$ cat config.mk
export PLATFORM = sky130hd
export DESIGN_NAME = sparse_matrix_multiply_flat
export DESIGN_NICKNAME = d
export VERILOG_FILES = /design/src/smm_pkg.sv /design/src/smm_req_if.sv /design/src/smm_rsp_if.sv /design/src/smm_csr_if.sv /design/src/smm_store.sv /design/src/smm_mac.sv /design/src/sparse_matrix_multiply.sv /design/src/flat_wrapper.sv
export SDC_FILE = /design/constraint.sdc
export NUM_CORES = 2
export LEC_CHECK = 0
export ABC_AREA = 0
export BUFFER_PORTS_ARGS = -buffer_cell sky130_fd_sc_hd__buf_2
export CAP_MARGIN = 20
export CORE_ASPECT_RATIO = 0.7
export CORE_UTILIZATION = 66
export CTS_BUF_LIST = sky130_fd_sc_hd__clkbuf_4
export DETAILED_ROUTE_END_ITERATION = 8
export HOLD_SLACK_MARGIN = 0.15
export PLACE_DENSITY_LB_ADDON = 0.12
export RECOVER_POWER = 25
export SLEW_MARGIN = 10
export SYNTH_ARGS = -nofsm -noshare
export SYNTH_HDL_FRONTEND = slang
export SYNTH_SLANG_ARGS = --single-unit
$ cat constraint.sdc
create_clock -name clock -period 7.01 [get_ports clock]
set_input_delay 1.0515 -clock clock [delete_from_list [all_inputs] [get_ports clock]]
set_output_delay 1.0515 -clock clock [all_outputs]
set_load 0.005 [all_outputs]
$ cat src/smm_pkg.sv
// Shared constants, types and helpers for the sparse matrix multiplier.
// No dependencies; every other file imports this package.
`timescale 1ns / 1ps

package smm_pkg;

   localparam int MAX_DIM      = 8;
   localparam int VALUE_BITS   = 16;
   localparam int CELLS        = MAX_DIM * MAX_DIM;
   localparam int ADDR_BITS    = (CELLS > 1) ? $clog2(CELLS) : 1;
   localparam int COORD_BITS   = 3;
   localparam int DIM_BITS     = 4;
   localparam int OUT_BITS     = 40;
   localparam int PROD_BITS    = 2 * VALUE_BITS;
   localparam int SUM_BITS     = ((PROD_BITS > OUT_BITS) ? PROD_BITS : OUT_BITS) + 1;
   localparam int REQ_BITS     = 2;
   localparam int STATUS_BITS  = 2;
   localparam int CSR_IDX_BITS = 2;

   localparam logic [REQ_BITS-1:0] REQ_LOAD_A   = 2'd0;
   localparam logic [REQ_BITS-1:0] REQ_LOAD_B   = 2'd1;
   localparam logic [REQ_BITS-1:0] REQ_MULTIPLY = 2'd2;

   localparam logic [STATUS_BITS-1:0] STATUS_ENTRY    = 2'd0;
   localparam logic [STATUS_BITS-1:0] STATUS_EMPTY    = 2'd1;
   localparam logic [STATUS_BITS-1:0] STATUS_INCOMPAT = 2'd2;

   localparam logic [CSR_IDX_BITS-1:0] CSR_A_ROWS = 2'd0;
   localparam logic [CSR_IDX_BITS-1:0] CSR_A_COLS = 2'd1;
   localparam logic [CSR_IDX_BITS-1:0] CSR_B_ROWS = 2'd2;
   localparam logic [CSR_IDX_BITS-1:0] CSR_B_COLS = 2'd3;

   localparam logic [DIM_BITS-1:0] DIM_RESET = DIM_BITS'(MAX_DIM);

   // One multiply-accumulate step travelling down the MAC pipeline.
   typedef struct packed {
      logic valid;
      logic first;      // first inner index of an output position
      logic last_step;  // last inner index of an output position
      logic pair_ok;    // both operands present (filled in by the store)
   } step_tag_type;

   function automatic logic [DIM_BITS-1:0] eff_dim(input logic [DIM_BITS-1:0] d);
      eff_dim = (d > DIM_BITS'(MAX_DIM)) ? DIM_BITS'(MAX_DIM) : d;
   endfunction

   function automatic logic [ADDR_BITS-1:0] cell_addr(input logic [COORD_BITS-1:0] row,
                                                      input logic [COORD_BITS-1:0] col);
      cell_addr = ADDR_BITS'(int'(row) * MAX_DIM + int'(col));
   endfunction

endpackage

$ cat src/smm_req_if.sv
// Request channel: load A entry, load B entry or multiply.
// Depends on smm_pkg.
`timescale 1ns / 1ps

interface smm_req_if;
   import smm_pkg::*;

   logic                         valid;
   logic                         ready;
   logic [REQ_BITS-1:0]          req_type;
   logic [COORD_BITS-1:0]        entry_row;
   logic [COORD_BITS-1:0]        entry_col;
   logic signed [VALUE_BITS-1:0] entry_value;

   modport source (output valid, req_type, entry_row, entry_col, entry_value, input ready);
   modport sink   (input valid, req_type, entry_row, entry_col, entry_value, output ready);
endinterface

$ cat src/smm_rsp_if.sv
// Result channel: one product entry or status item per handshake.
// Depends on smm_pkg.
`timescale 1ns / 1ps

interface smm_rsp_if;
   import smm_pkg::*;

   logic                       valid;
   logic                       ready;
   logic [COORD_BITS-1:0]      out_row;
   logic [COORD_BITS-1:0]      out_col;
   logic signed [OUT_BITS-1:0] out_value;
   logic [STATUS_BITS-1:0]     status;
   logic                       last;

   modport source (output valid, out_row, out_col, out_value, status, last, input ready);
   modport sink   (input valid, out_row, out_col, out_value, status, last, output ready);
endinterface

$ cat src/smm_csr_if.sv
// Configuration write channel: register index and data.
// Depends on smm_pkg.
`timescale 1ns / 1ps

interface smm_csr_if;
   import smm_pkg::*;

   logic                    valid;
   logic                    ready;
   logic [CSR_IDX_BITS-1:0] index;
   logic [DIM_BITS-1:0]     data;

   modport source (output valid, index, data, input ready);
   modport sink   (input valid, index, data, output ready);
endinterface

$ cat src/smm_store.sv
// Entry stores for A and B: two memories, each with a write port and a
// registered read port, plus present bits in flip-flops. Depends on smm_pkg.
`timescale 1ns / 1ps

module smm_store (
   input  logic                                       clock,
   input  logic                                       reset,
   input  logic                                       wr_a,
   input  logic                                       wr_b,
   input  logic [smm_pkg::ADDR_BITS-1:0]              wr_addr,
   input  logic signed [smm_pkg::VALUE_BITS-1:0]      wr_data,
   input  logic                                       clear,
   input  logic [smm_pkg::ADDR_BITS-1:0]              rd_a_addr,
   input  logic [smm_pkg::ADDR_BITS-1:0]              rd_b_addr,
   input  smm_pkg::step_tag_type                      tag_in,
   output logic signed [smm_pkg::VALUE_BITS-1:0]      rd_a_data,
   output logic signed [smm_pkg::VALUE_BITS-1:0]      rd_b_data,
   output smm_pkg::step_tag_type                      tag_out
);
   import smm_pkg::*;

   logic signed [VALUE_BITS-1:0] a_store_ff [CELLS];
   logic signed [VALUE_BITS-1:0] b_store_ff [CELLS];
   logic [CELLS-1:0]             a_present_ff, a_present_in;
   logic [CELLS-1:0]             b_present_ff, b_present_in;
   logic signed [VALUE_BITS-1:0] rd_a_ff, rd_b_ff;
   step_tag_type                 tag_ff, tag_in_q;

   always_ff @(posedge clock) begin
      if (wr_a) begin
         a_store_ff[wr_addr] <= wr_data;
      end
      if (wr_b) begin
         b_store_ff[wr_addr] <= wr_data;
      end
      rd_a_ff <= a_store_ff[rd_a_addr];
      rd_b_ff <= b_store_ff[rd_b_addr];
   end

   always_comb begin
      a_present_in = a_present_ff;
      b_present_in = b_present_ff;
      if (clear) begin
         a_present_in = '0;
         b_present_in = '0;
      end else begin
         if (wr_a) begin
            a_present_in[wr_addr] = 1'b1;
         end
         if (wr_b) begin
            b_present_in[wr_addr] = 1'b1;
         end
      end
      tag_in_q         = tag_in;
      tag_in_q.pair_ok = a_present_ff[rd_a_addr] & b_present_ff[rd_b_addr];
   end

   always_ff @(posedge clock) begin
      if (reset) begin
         a_present_ff <= '0;
         b_present_ff <= '0;
         tag_ff       <= '0;
      end else begin
         a_present_ff <= a_present_in;
         b_present_ff <= b_present_in;
         tag_ff       <= tag_in_q;
      end
   end

   assign rd_a_data = rd_a_ff;
   assign rd_b_data = rd_b_ff;
   assign tag_out   = tag_ff;

endmodule

$ cat src/smm_mac.sv
// Shared multiply-accumulate unit: registered product, then saturating
// accumulate into a 40-bit sum. Depends on smm_pkg.
`timescale 1ns / 1ps

module smm_mac (
   input  logic                                   clock,
   input  logic                                   reset,
   input  smm_pkg::step_tag_type                  tag_in,
   input  logic signed [smm_pkg::VALUE_BITS-1:0]  a_data,
   input  logic signed [smm_pkg::VALUE_BITS-1:0]  b_data,
   output logic signed [smm_pkg::OUT_BITS-1:0]    acc,
   output logic                                   hit,
   output logic                                   done
);
   import smm_pkg::*;

   localparam logic signed [SUM_BITS-1:0] SAT_HI =
      {{(SUM_BITS-OUT_BITS+1){1'b0}}, {(OUT_BITS-1){1'b1}}};
   localparam logic signed [SUM_BITS-1:0] SAT_LO = ~SAT_HI;

   logic signed [PROD_BITS-1:0] prod_ff;
   step_tag_type                tag_ff;
   logic signed [OUT_BITS-1:0]  acc_ff, acc_in;
   logic                        hit_ff, hit_in;
   logic                        done_ff, done_in;
   logic signed [OUT_BITS-1:0]  base;
   logic signed [SUM_BITS-1:0]  sum;

   always_ff @(posedge clock) begin
      prod_ff <= PROD_BITS'(a_data * b_data);
   end

   always_comb begin
      base    = tag_ff.first ? '0 : acc_ff;
      sum     = SUM_BITS'(base) + SUM_BITS'(prod_ff);
      acc_in  = acc_ff;
      hit_in  = hit_ff;
      done_in = 1'b0;
      if (tag_ff.valid) begin
         done_in = tag_ff.last_step;
         if (tag_ff.pair_ok) begin
            hit_in = 1'b1;
            if (sum > SAT_HI) begin
               acc_in = OUT_BITS'(SAT_HI);
            end else if (sum < SAT_LO) begin
               acc_in = OUT_BITS'(SAT_LO);
            end else begin
               acc_in = OUT_BITS'(sum);
            end
         end else begin
            acc_in = base;
            hit_in = tag_ff.first ? 1'b0 : hit_ff;
         end
      end
   end

   always_ff @(posedge clock) begin
      if (reset) begin
         tag_ff  <= '0;
         hit_ff  <= 1'b0;
         done_ff <= 1'b0;
      end else begin
         tag_ff  <= tag_in;
         hit_ff  <= hit_in;
         done_ff <= done_in;
      end
   end

   always_ff @(posedge clock) begin
      acc_ff <= acc_in;
   end

   assign acc  = acc_ff;
   assign hit  = hit_ff;
   assign done = done_ff;

endmodule

$ cat src/sparse_matrix_multiply.sv
// Sparse matrix multiplier top level: request decode, configuration
// registers, position sequencer and result registers.
// Depends on smm_pkg, the channel interfaces, smm_store and smm_mac.
//
// Use: write a_rows, a_cols, b_rows, b_cols on the csr channel while idle
// (csr ready is always high). Load entries of A and B on the req channel,
// one item per cycle; loads outside the current dimensions are dropped.
// A multiply item makes the block busy (req ready low) until its last
// result sits in the output register. It yields one incompatible item,
// one empty item, or one item per populated product position in row-major
// order; the final one carries last. Both stores are cleared afterwards.
// Multiply sequence: for each output position the sequencer issues the
// inner steps in turn to both store read ports and the one shared MAC,
// waits in S_WAIT until the MAC reports the last step done, then places
// the result in S_PLACE; S_FINAL sends the final item.
// Results are registered and held while rsp ready is low; the sequencer
// waits when a new result finds both the output and holding registers full.
// Reset (synchronous, active high) sets all dimensions to 8, clears the
// present bits at once and returns the block to idle.
`timescale 1ns / 1ps

module sparse_matrix_multiply (
   input logic       clock,
   input logic       reset,
   smm_req_if.sink   req_ch,
   smm_rsp_if.source rsp_ch,
   smm_csr_if.sink   csr_ch
);
   import smm_pkg::*;

   localparam logic [2:0] S_IDLE  = 3'd0;
   localparam logic [2:0] S_ISSUE = 3'd1;
   localparam logic [2:0] S_WAIT  = 3'd2;
   localparam logic [2:0] S_PLACE = 3'd3;
   localparam logic [2:0] S_FINAL = 3'd4;

   logic [DIM_BITS-1:0] a_rows_ff, a_cols_ff, b_rows_ff, b_cols_ff;
   logic [DIM_BITS-1:0] nr, ni, nk, a_cols_eff, b_rows_eff;

   logic [2:0]            state_ff, state_in;
   logic [COORD_BITS-1:0] i_ff, i_in, j_ff, j_in, k_ff, k_in;
   logic                  incompat_ff, incompat_in;

   logic                       pend_valid_ff, pend_valid_in;
   logic [COORD_BITS-1:0]      pend_row_ff, pend_row_in, pend_col_ff, pend_col_in;
   logic signed [OUT_BITS-1:0] pend_value_ff, pend_value_in;

   logic                       rsp_valid_ff, rsp_valid_in;
   logic [COORD_BITS-1:0]      rsp_row_ff, rsp_row_in, rsp_col_ff, rsp_col_in;
   logic signed [OUT_BITS-1:0] rsp_value_ff, rsp_value_in;
   logic [STATUS_BITS-1:0]     rsp_status_ff, rsp_status_in;
   logic                       rsp_last_ff, rsp_last_in;

   logic req_fire, out_free, last_j, last_k, last_i;
   logic load_ok, wr_a, wr_b, clear;

   step_tag_type                 issue_tag, mem_tag;
   logic signed [VALUE_BITS-1:0] a_data, b_data;
   logic signed [OUT_BITS-1:0]   mac_acc;
   logic                         mac_hit, mac_done;

   // Configuration registers
   always_ff @(posedge clock) begin
      if (reset) begin
         a_rows_ff <= DIM_RESET;
         a_cols_ff <= DIM_RESET;
         b_rows_ff <= DIM_RESET;
         b_cols_ff <= DIM_RESET;
      end else if (csr_ch.valid) begin
         case (csr_ch.index)
            CSR_A_ROWS: a_rows_ff <= csr_ch.data;
            CSR_A_COLS: a_cols_ff <= csr_ch.data;
            CSR_B_ROWS: b_rows_ff <= csr_ch.data;
            CSR_B_COLS: b_cols_ff <= csr_ch.data;
            default: ;
         endcase
      end
   end
   assign csr_ch.ready = 1'b1;

   assign a_cols_eff = eff_dim(a_cols_ff);
   assign b_rows_eff = eff_dim(b_rows_ff);
   assign nr = eff_dim(a_rows_ff);
   assign nk = eff_dim(b_cols_ff);
   assign ni = (a_cols_eff < b_rows_eff) ? a_cols_eff : b_rows_eff;

   assign req_ch.ready = (state_ff == S_IDLE);
   assign req_fire     = req_ch.valid & req_ch.ready;
   assign out_free     = ~rsp_valid_ff | rsp_ch.ready;

   assign last_j = (DIM_BITS'(j_ff) + 1'b1) == ni;
   assign last_k = (DIM_BITS'(k_ff) + 1'b1) == nk;
   assign last_i = (DIM_BITS'(i_ff) + 1'b1) == nr;

   // Load decode
   always_comb begin
      load_ok = 1'b0;
      case (req_ch.req_type)
         REQ_LOAD_A: load_ok = (DIM_BITS'(req_ch.entry_row) < nr) &&
                               (DIM_BITS'(req_ch.entry_col) < a_cols_eff);
         REQ_LOAD_B: load_ok = (DIM_BITS'(req_ch.entry_row) < b_rows_eff) &&
                               (DIM_BITS'(req_ch.entry_col) < nk);
         default:    load_ok = 1'b0;
      endcase
   end
   assign wr_a = req_fire && load_ok && (req_ch.req_type == REQ_LOAD_A);
   assign wr_b = req_fire && load_ok && (req_ch.req_type == REQ_LOAD_B);

   always_comb begin
      issue_tag           = '0;
      issue_tag.valid     = (state_ff == S_ISSUE);
      issue_tag.first     = (j_ff == '0);
      issue_tag.last_step = last_j;
   end

   smm_store u_store (
      .clock     (clock),
      .reset     (reset),
      .wr_a      (wr_a),
      .wr_b      (wr_b),
      .wr_addr   (cell_addr(req_ch.entry_row, req_ch.entry_col)),
      .wr_data   (req_ch.entry_value),
      .clear     (clear),
      .rd_a_addr (cell_addr(i_ff, j_ff)),
      .rd_b_addr (cell_addr(j_ff, k_ff)),
      .tag_in    (issue_tag),
      .rd_a_data (a_data),
      .rd_b_data (b_data),
      .tag_out   (mem_tag)
   );

   smm_mac u_mac (
      .clock  (clock),
      .reset  (reset),
      .tag_in (mem_tag),
      .a_data (a_data),
      .b_data (b_data),
      .acc    (mac_acc),
      .hit    (mac_hit),
      .done   (mac_done)
   );

   // Sequencer
   always_comb begin
      state_in      = state_ff;
      i_in          = i_ff;
      j_in          = j_ff;
      k_in          = k_ff;
      incompat_in   = incompat_ff;
      pend_valid_in = pend_valid_ff;
      pend_row_in   = pend_row_ff;
      pend_col_in   = pend_col_ff;
      pend_value_in = pend_value_ff;
      rsp_valid_in  = rsp_valid_ff & ~rsp_ch.ready;
      rsp_row_in    = rsp_row_ff;
      rsp_col_in    = rsp_col_ff;
      rsp_value_in  = rsp_value_ff;
      rsp_status_in = rsp_status_ff;
      rsp_last_in   = rsp_last_ff;
      clear         = 1'b0;

      case (state_ff)
         S_IDLE: begin
            if (req_fire && req_ch.req_type == REQ_MULTIPLY) begin
               i_in          = '0;
               j_in          = '0;
               k_in          = '0;
               pend_valid_in = 1'b0;
               incompat_in   = (a_cols_ff != b_rows_ff);
               if (a_cols_ff != b_rows_ff || nr == '0 || ni == '0 || nk == '0) begin
                  state_in = S_FINAL;
               end else begin
                  state_in = S_ISSUE;
               end
            end
         end
         S_ISSUE: begin
            j_in = j_ff + 1'b1;
            if (last_j) begin
               j_in     = '0;
               state_in = S_WAIT;
            end
         end
         S_WAIT: begin
            if (mac_done) begin
               state_in = S_PLACE;
            end
         end
         S_PLACE: begin
            if (!mac_hit || !pend_valid_ff || out_free) begin
               if (mac_hit) begin
                  if (pend_valid_ff) begin
                     rsp_valid_in  = 1'b1;
                     rsp_row_in    = pend_row_ff;
                     rsp_col_in    = pend_col_ff;
                     rsp_value_in  = pend_value_ff;
                     rsp_status_in = STATUS_ENTRY;
                     rsp_last_in   = 1'b0;
                  end
                  pend_valid_in = 1'b1;
                  pend_row_in   = i_ff;
                  pend_col_in   = k_ff;
                  pend_value_in = mac_acc;
               end
               state_in = S_ISSUE;
               if (last_k) begin
                  k_in = '0;
                  i_in = i_ff + 1'b1;
                  if (last_i) begin
                     state_in = S_FINAL;
                  end
               end else begin
                  k_in = k_ff + 1'b1;
               end
            end
         end
         S_FINAL: begin
            if (out_free) begin
               rsp_valid_in = 1'b1;
               rsp_last_in  = 1'b1;
               if (incompat_ff) begin
                  rsp_row_in    = '0;
                  rsp_col_in    = '0;
                  rsp_value_in  = '0;
                  rsp_status_in = STATUS_INCOMPAT;
               end else if (pend_valid_ff) begin
                  rsp_row_in    = pend_row_ff;
                  rsp_col_in    = pend_col_ff;
                  rsp_value_in  = pend_value_ff;
                  rsp_status_in = STATUS_ENTRY;
               end else begin
                  rsp_row_in    = '0;
                  rsp_col_in    = '0;
                  rsp_value_in  = '0;
                  rsp_status_in = STATUS_EMPTY;
               end
               pend_valid_in = 1'b0;
               clear         = 1'b1;
               state_in      = S_IDLE;
            end
         end
         default: begin
            state_in = S_IDLE;
         end
      endcase
   end

   always_ff @(posedge clock) begin
      if (reset) begin
         state_ff      <= S_IDLE;
         i_ff          <= '0;
         j_ff          <= '0;
         k_ff          <= '0;
         incompat_ff   <= 1'b0;
         pend_valid_ff <= 1'b0;
         rsp_valid_ff  <= 1'b0;
      end else begin
         state_ff      <= state_in;
         i_ff          <= i_in;
         j_ff          <= j_in;
         k_ff          <= k_in;
         incompat_ff   <= incompat_in;
         pend_valid_ff <= pend_valid_in;
         rsp_valid_ff  <= rsp_valid_in;
      end
   end

   always_ff @(posedge clock) begin
      pend_row_ff   <= pend_row_in;
      pend_col_ff   <= pend_col_in;
      pend_value_ff <= pend_value_in;
      rsp_row_ff    <= rsp_row_in;
      rsp_col_ff    <= rsp_col_in;
      rsp_value_ff  <= rsp_value_in;
      rsp_status_ff <= rsp_status_in;
      rsp_last_ff   <= rsp_last_in;
   end

   assign rsp_ch.valid     = rsp_valid_ff;
   assign rsp_ch.out_row   = rsp_row_ff;
   assign rsp_ch.out_col   = rsp_col_ff;
   assign rsp_ch.out_value = rsp_value_ff;
   assign rsp_ch.status    = rsp_status_ff;
   assign rsp_ch.last      = rsp_last_ff;

endmodule
$ cat src/flat_wrapper.sv
// flat-port wrapper written by rule: the top's interface ports become plain ports
module sparse_matrix_multiply_flat import smm_pkg::*;
  (clock, reset, req_ch_valid, req_ch_req_type, req_ch_entry_row, req_ch_entry_col, req_ch_entry_value, req_ch_ready, rsp_ch_valid, rsp_ch_out_row, rsp_ch_out_col, rsp_ch_out_value, rsp_ch_status, rsp_ch_last, rsp_ch_ready, csr_ch_valid, csr_ch_index, csr_ch_data, csr_ch_ready);
  smm_req_if req_ch_i ();
  smm_rsp_if rsp_ch_i ();
  smm_csr_if csr_ch_i ();
  input logic clock;
  input logic reset;
  input wire logic [$bits(req_ch_i.valid)-1:0] req_ch_valid;
  input wire logic [$bits(req_ch_i.req_type)-1:0] req_ch_req_type;
  input wire logic [$bits(req_ch_i.entry_row)-1:0] req_ch_entry_row;
  input wire logic [$bits(req_ch_i.entry_col)-1:0] req_ch_entry_col;
  input wire logic [$bits(req_ch_i.entry_value)-1:0] req_ch_entry_value;
  output wire logic [$bits(req_ch_i.ready)-1:0] req_ch_ready;
  output wire logic [$bits(rsp_ch_i.valid)-1:0] rsp_ch_valid;
  output wire logic [$bits(rsp_ch_i.out_row)-1:0] rsp_ch_out_row;
  output wire logic [$bits(rsp_ch_i.out_col)-1:0] rsp_ch_out_col;
  output wire logic [$bits(rsp_ch_i.out_value)-1:0] rsp_ch_out_value;
  output wire logic [$bits(rsp_ch_i.status)-1:0] rsp_ch_status;
  output wire logic [$bits(rsp_ch_i.last)-1:0] rsp_ch_last;
  input wire logic [$bits(rsp_ch_i.ready)-1:0] rsp_ch_ready;
  input wire logic [$bits(csr_ch_i.valid)-1:0] csr_ch_valid;
  input wire logic [$bits(csr_ch_i.index)-1:0] csr_ch_index;
  input wire logic [$bits(csr_ch_i.data)-1:0] csr_ch_data;
  output wire logic [$bits(csr_ch_i.ready)-1:0] csr_ch_ready;
  assign req_ch_i.valid = req_ch_valid;
  assign req_ch_i.req_type = req_ch_req_type;
  assign req_ch_i.entry_row = req_ch_entry_row;
  assign req_ch_i.entry_col = req_ch_entry_col;
  assign req_ch_i.entry_value = req_ch_entry_value;
  assign req_ch_ready = req_ch_i.ready;
  assign rsp_ch_valid = rsp_ch_i.valid;
  assign rsp_ch_out_row = rsp_ch_i.out_row;
  assign rsp_ch_out_col = rsp_ch_i.out_col;
  assign rsp_ch_out_value = rsp_ch_i.out_value;
  assign rsp_ch_status = rsp_ch_i.status;
  assign rsp_ch_last = rsp_ch_i.last;
  assign rsp_ch_i.ready = rsp_ch_ready;
  assign csr_ch_i.valid = csr_ch_valid;
  assign csr_ch_i.index = csr_ch_index;
  assign csr_ch_i.data = csr_ch_data;
  assign csr_ch_ready = csr_ch_i.ready;
  sparse_matrix_multiply u_core (.clock(clock), .reset(reset), .req_ch(req_ch_i), .rsp_ch(rsp_ch_i), .csr_ch(csr_ch_i));
endmodule
==> out/results.txt <==
Die Y = 335 microns
Ys flop type = edfxtp_1
Crit-path cells = buf_4 -> nand2_1 -> fa_1 -> inv_1 -> fa_1 -> fa_1 -> fa_1 -> fa_1 -> inv_1 -> fa_1 -> inv_1 -> ha_1 -> nand4_1 -> a2111oi_1 -> a221oi_2 -> o311ai_4 -> a2111oi_0 -> nor2_1 -> o21a_1 -> nor2_1 -> xnor2_1
Htree depth = 6
RSZ-0062 raised after global routing = false
Seq/Total Area, Yosys = 67.1%
Worst reg2reg path endpoint = u_core.u_mac.prod_ff[30]
Failing checks = design-rule violations, max-capacitance violations, max-slew violations
Post-DP Area = 108,000 sq um
Tot GR Track Use = 34.0%
Setup Fix Bufs, Post-CTS = 0
First-pass GRT wire length = 392,000 microns
Hold Crit Class = input pin to flop
Final setup viols = 0
Drt drc = 16
Worst-case clock buffer depth = 4
Vias in the first global route = 59,500
TritonCTS Sinks = 2,416
Register bit total from synthesis = 2,416
Gate Count Post-Synth = 6,083
Leakage = 0.0388 uW
Clk_lat worst skew = 1.38 ns
Gr ovfl total = 0
Flop-to-flop setup slack = 0.34 ns
CTS tree = yes
Most frequent cells in the layout = edfxtp_1, clkbuf_4, mux4_2
Layout Nets = 7,095
Avg WL per Cell = 29.1 microns
Sum of buffers and inverters on the critical path = 4
Rel. slew slack = -156%
Num CTS Buffers = 575
Yosys warning count = 0
Netlist cell types = 87
GP Congestion = 0.931
Drt pass-1 iters = 9
Worst R2R Path Depth = 21
Pwr dens = 407 nW/um^2
Crit-path most repeated cell = fa_1
Iter 0 DRT Violations = 8,415
Initial antenna violation count = 16
Reg-to-Reg Start = u_core.u_store.rd_b_data[7]
Die ar. = 160,000 sq um
Layout area overhead = 10.4%
Worst-path fanout max = 9
CORE AREA = 157,000 sq um
Via Count = 60,000
DP Wirelength = 165,000 microns
Hold-critical path endpoint = u_core.rsp_ch.valid
Crit Path Class = flop to flop
Max Clock Freq = 150 MHz
DIE WIDTH = 478 microns
Clock skew = 0.123 ns
Pin count of the biggest net entering global routing = 137
FP Rows = 121
# Max-Cap Violations = 26
Synth Net Count = 6,518
Worst Path Arrival = 7.82 ns
Nature of the critical path endpoint = flop
Startpoint types = flop
CTS root buf = clkbuf_4
Final period util = 95.1%
Crit path largest cell delay = 0.60 ns
Syn Std Cell Area = 105,000 sq um
CP max-delay cell = fa_1
Crit-path leading delay family = adder cells
Min-Delay Path Depth = 3
Outcome = finished, violations left
Final Util = 73.9%
HP Start = rsp_ch_ready
PortBufs = 85
Drt total wl = 267,000 microns
Pin slew with the least headroom to its limit = 3.83 ns
Vias/cell = 6.55
Pre-CTS WS = 0.216 ns
Hold Violations, Final = 0
I/O Pins = 87
Data required time at the worst endpoint = 8.16 ns
Pins Over Slew Limit = 1,393
Share of cells above drive strength 1 = 25.1%
Final instance area = 116,000 sq um
Post-route ant nets = 0
Syn avg cell area = 17.2 sq um
Initial Util = 66.9%
Commonest non-fill, non-tap cell in the layout = edfxtp_1
Fin worst setup slack = 0.345 ns
Number of synthesized flops with an enable pin = 2,183
Worst-path clk slew = 0.06 ns
Asr flop ratio synth = 0%
Final min period = 6.67 ns
Peak VDD IR = 1310 uV
TNS Setup = 0 ns
==> logic make-up after synthesis <==
family | count (synthesis) | synth area share, %
AO/OA/AOI/OAI | 805 | 5.05
XOR/XNOR | 78 | 0.652
adder cells (fa/ha/maj) | 403 | 6.69
buffers and inverters | 631 | 2.50
flip-flops | 2416 | 67.1
multiplexers | 799 | 13.7
other | 1 | 0.00358
AND/OR/NAND/NOR | 950 | 4.33
==> final cells by class <==
type	instances	area, sq um
diodes	11	27.5
clock buffers	854	6410
clock inverters	126	928
fillers	9572	40900
inverters	317	1190
multi-input cells	3036	32000
flip-flops and latches	2416	70200
well taps	2091	2620
repair buffers	314	2240
==> tightest hold or removal path, stage by stage <==
cell,delay (ns)
buf_2,0.11
nand2b_1,0.26
a21oi_1,0.11
==> stage by stage <==
step | cells | total power, uW | hold WS [ns]
2_1_floorplan | 6083 | 30100 | 0.406
3_3_place_gp | 8156 | 34800 | 0.425
3_5_place_dp | 8156 | 35200 | 0.432
4_1_cts | 9152 | 46800 | 0.152
5_1_grt | 9162 | 50100 | 0.187
6_report | 9165 | 47000 | 0.282
==> worst max path at each step <==
stage	end	from	slack, ns	cells past startpoint
final	u_core.u_mac.prod_ff[30]	u_core.u_store.rd_b_data[7]	0.34	21
after global routing	u_core.u_mac.prod_ff[30]	u_core.u_store.rd_b_data[3]	0.07	20
after CTS	u_core.u_mac.prod_ff[30]	u_core.u_store.rd_a_data[7]	0.19	22
after detailed placement	u_core.u_mac.prod_ff[30]	u_core.u_store.rd_a_data[7]	0.22	22
after global placement	u_core.u_mac.prod_ff[30]	u_core.u_store.rd_a_data[7]	0.33	22
after floorplan	u_core.u_mac.prod_ff[30]	u_core.u_store.rd_b_data[7]	0.96	23
==> routing by layer <==
layer  part of all wire, %  GRT usage [%]  vias to the layer above
li1                      -              -                    25000
met1                    41           52.6                    30700
met2                    43           46.6                     3917
met3                    14           11.1                      372
met4                   2.1           9.32                        2
met5                0.0049              0                        -
==> synth_stat cells (157+ instances only) <==
cell | number | area, sq um
o21ai_0 | 157 | 786
dfxtp_1 | 233 | 4660
mux4_2 | 504 | 11400
a21oi_1 | 211 | 1060
clkbuf_1 | 171 | 642
and2_1 | 183 | 1140
fa_1 | 263 | 5270
edfxtp_1 | 2183 | 65600
nand2_1 | 334 | 1250
nor2_1 | 238 | 893
mux2i_1 | 259 | 2590
inv_1 | 315 | 1180
==> flip-flops by register name, indices dropped and copies added, names as in the netlist, 16 cells and up <==
| register | count |
|---|---|
| u_core.u_store.a_store_ff | 1024 |
| u_core.u_store.b_store_ff | 1024 |
| u_core.u_store.a_present_ff | 64 |
| u_core.u_store.b_present_ff | 64 |
| u_core.pend_value_ff | 40 |
| u_core.rsp_ch.out_value | 40 |
| u_core.u_mac.acc | 40 |
| u_core.u_mac.prod_ff | 32 |
| u_core.u_store.rd_a_data | 16 |
| u_core.u_store.rd_b_data | 16 |
==> where the power goes <==
group          internal [uW]  total [uW]  leakage, uW  switching [uW]
sequential             16100       16300       0.0215             197
combinational           7760       19100       0.0129           11300
clock                   6120       11600      0.00437            5490
total                  30000       47000       0.0388           17000
==> what timing repair did <==
action / CTS / global route
hold buffers: 16 / 0
resized for setup: 0 / 3
endpoints found under the setup margin: 0 / 1
hold endpoints to repair: 252 / 0
(Power assumes the default switching activity.)
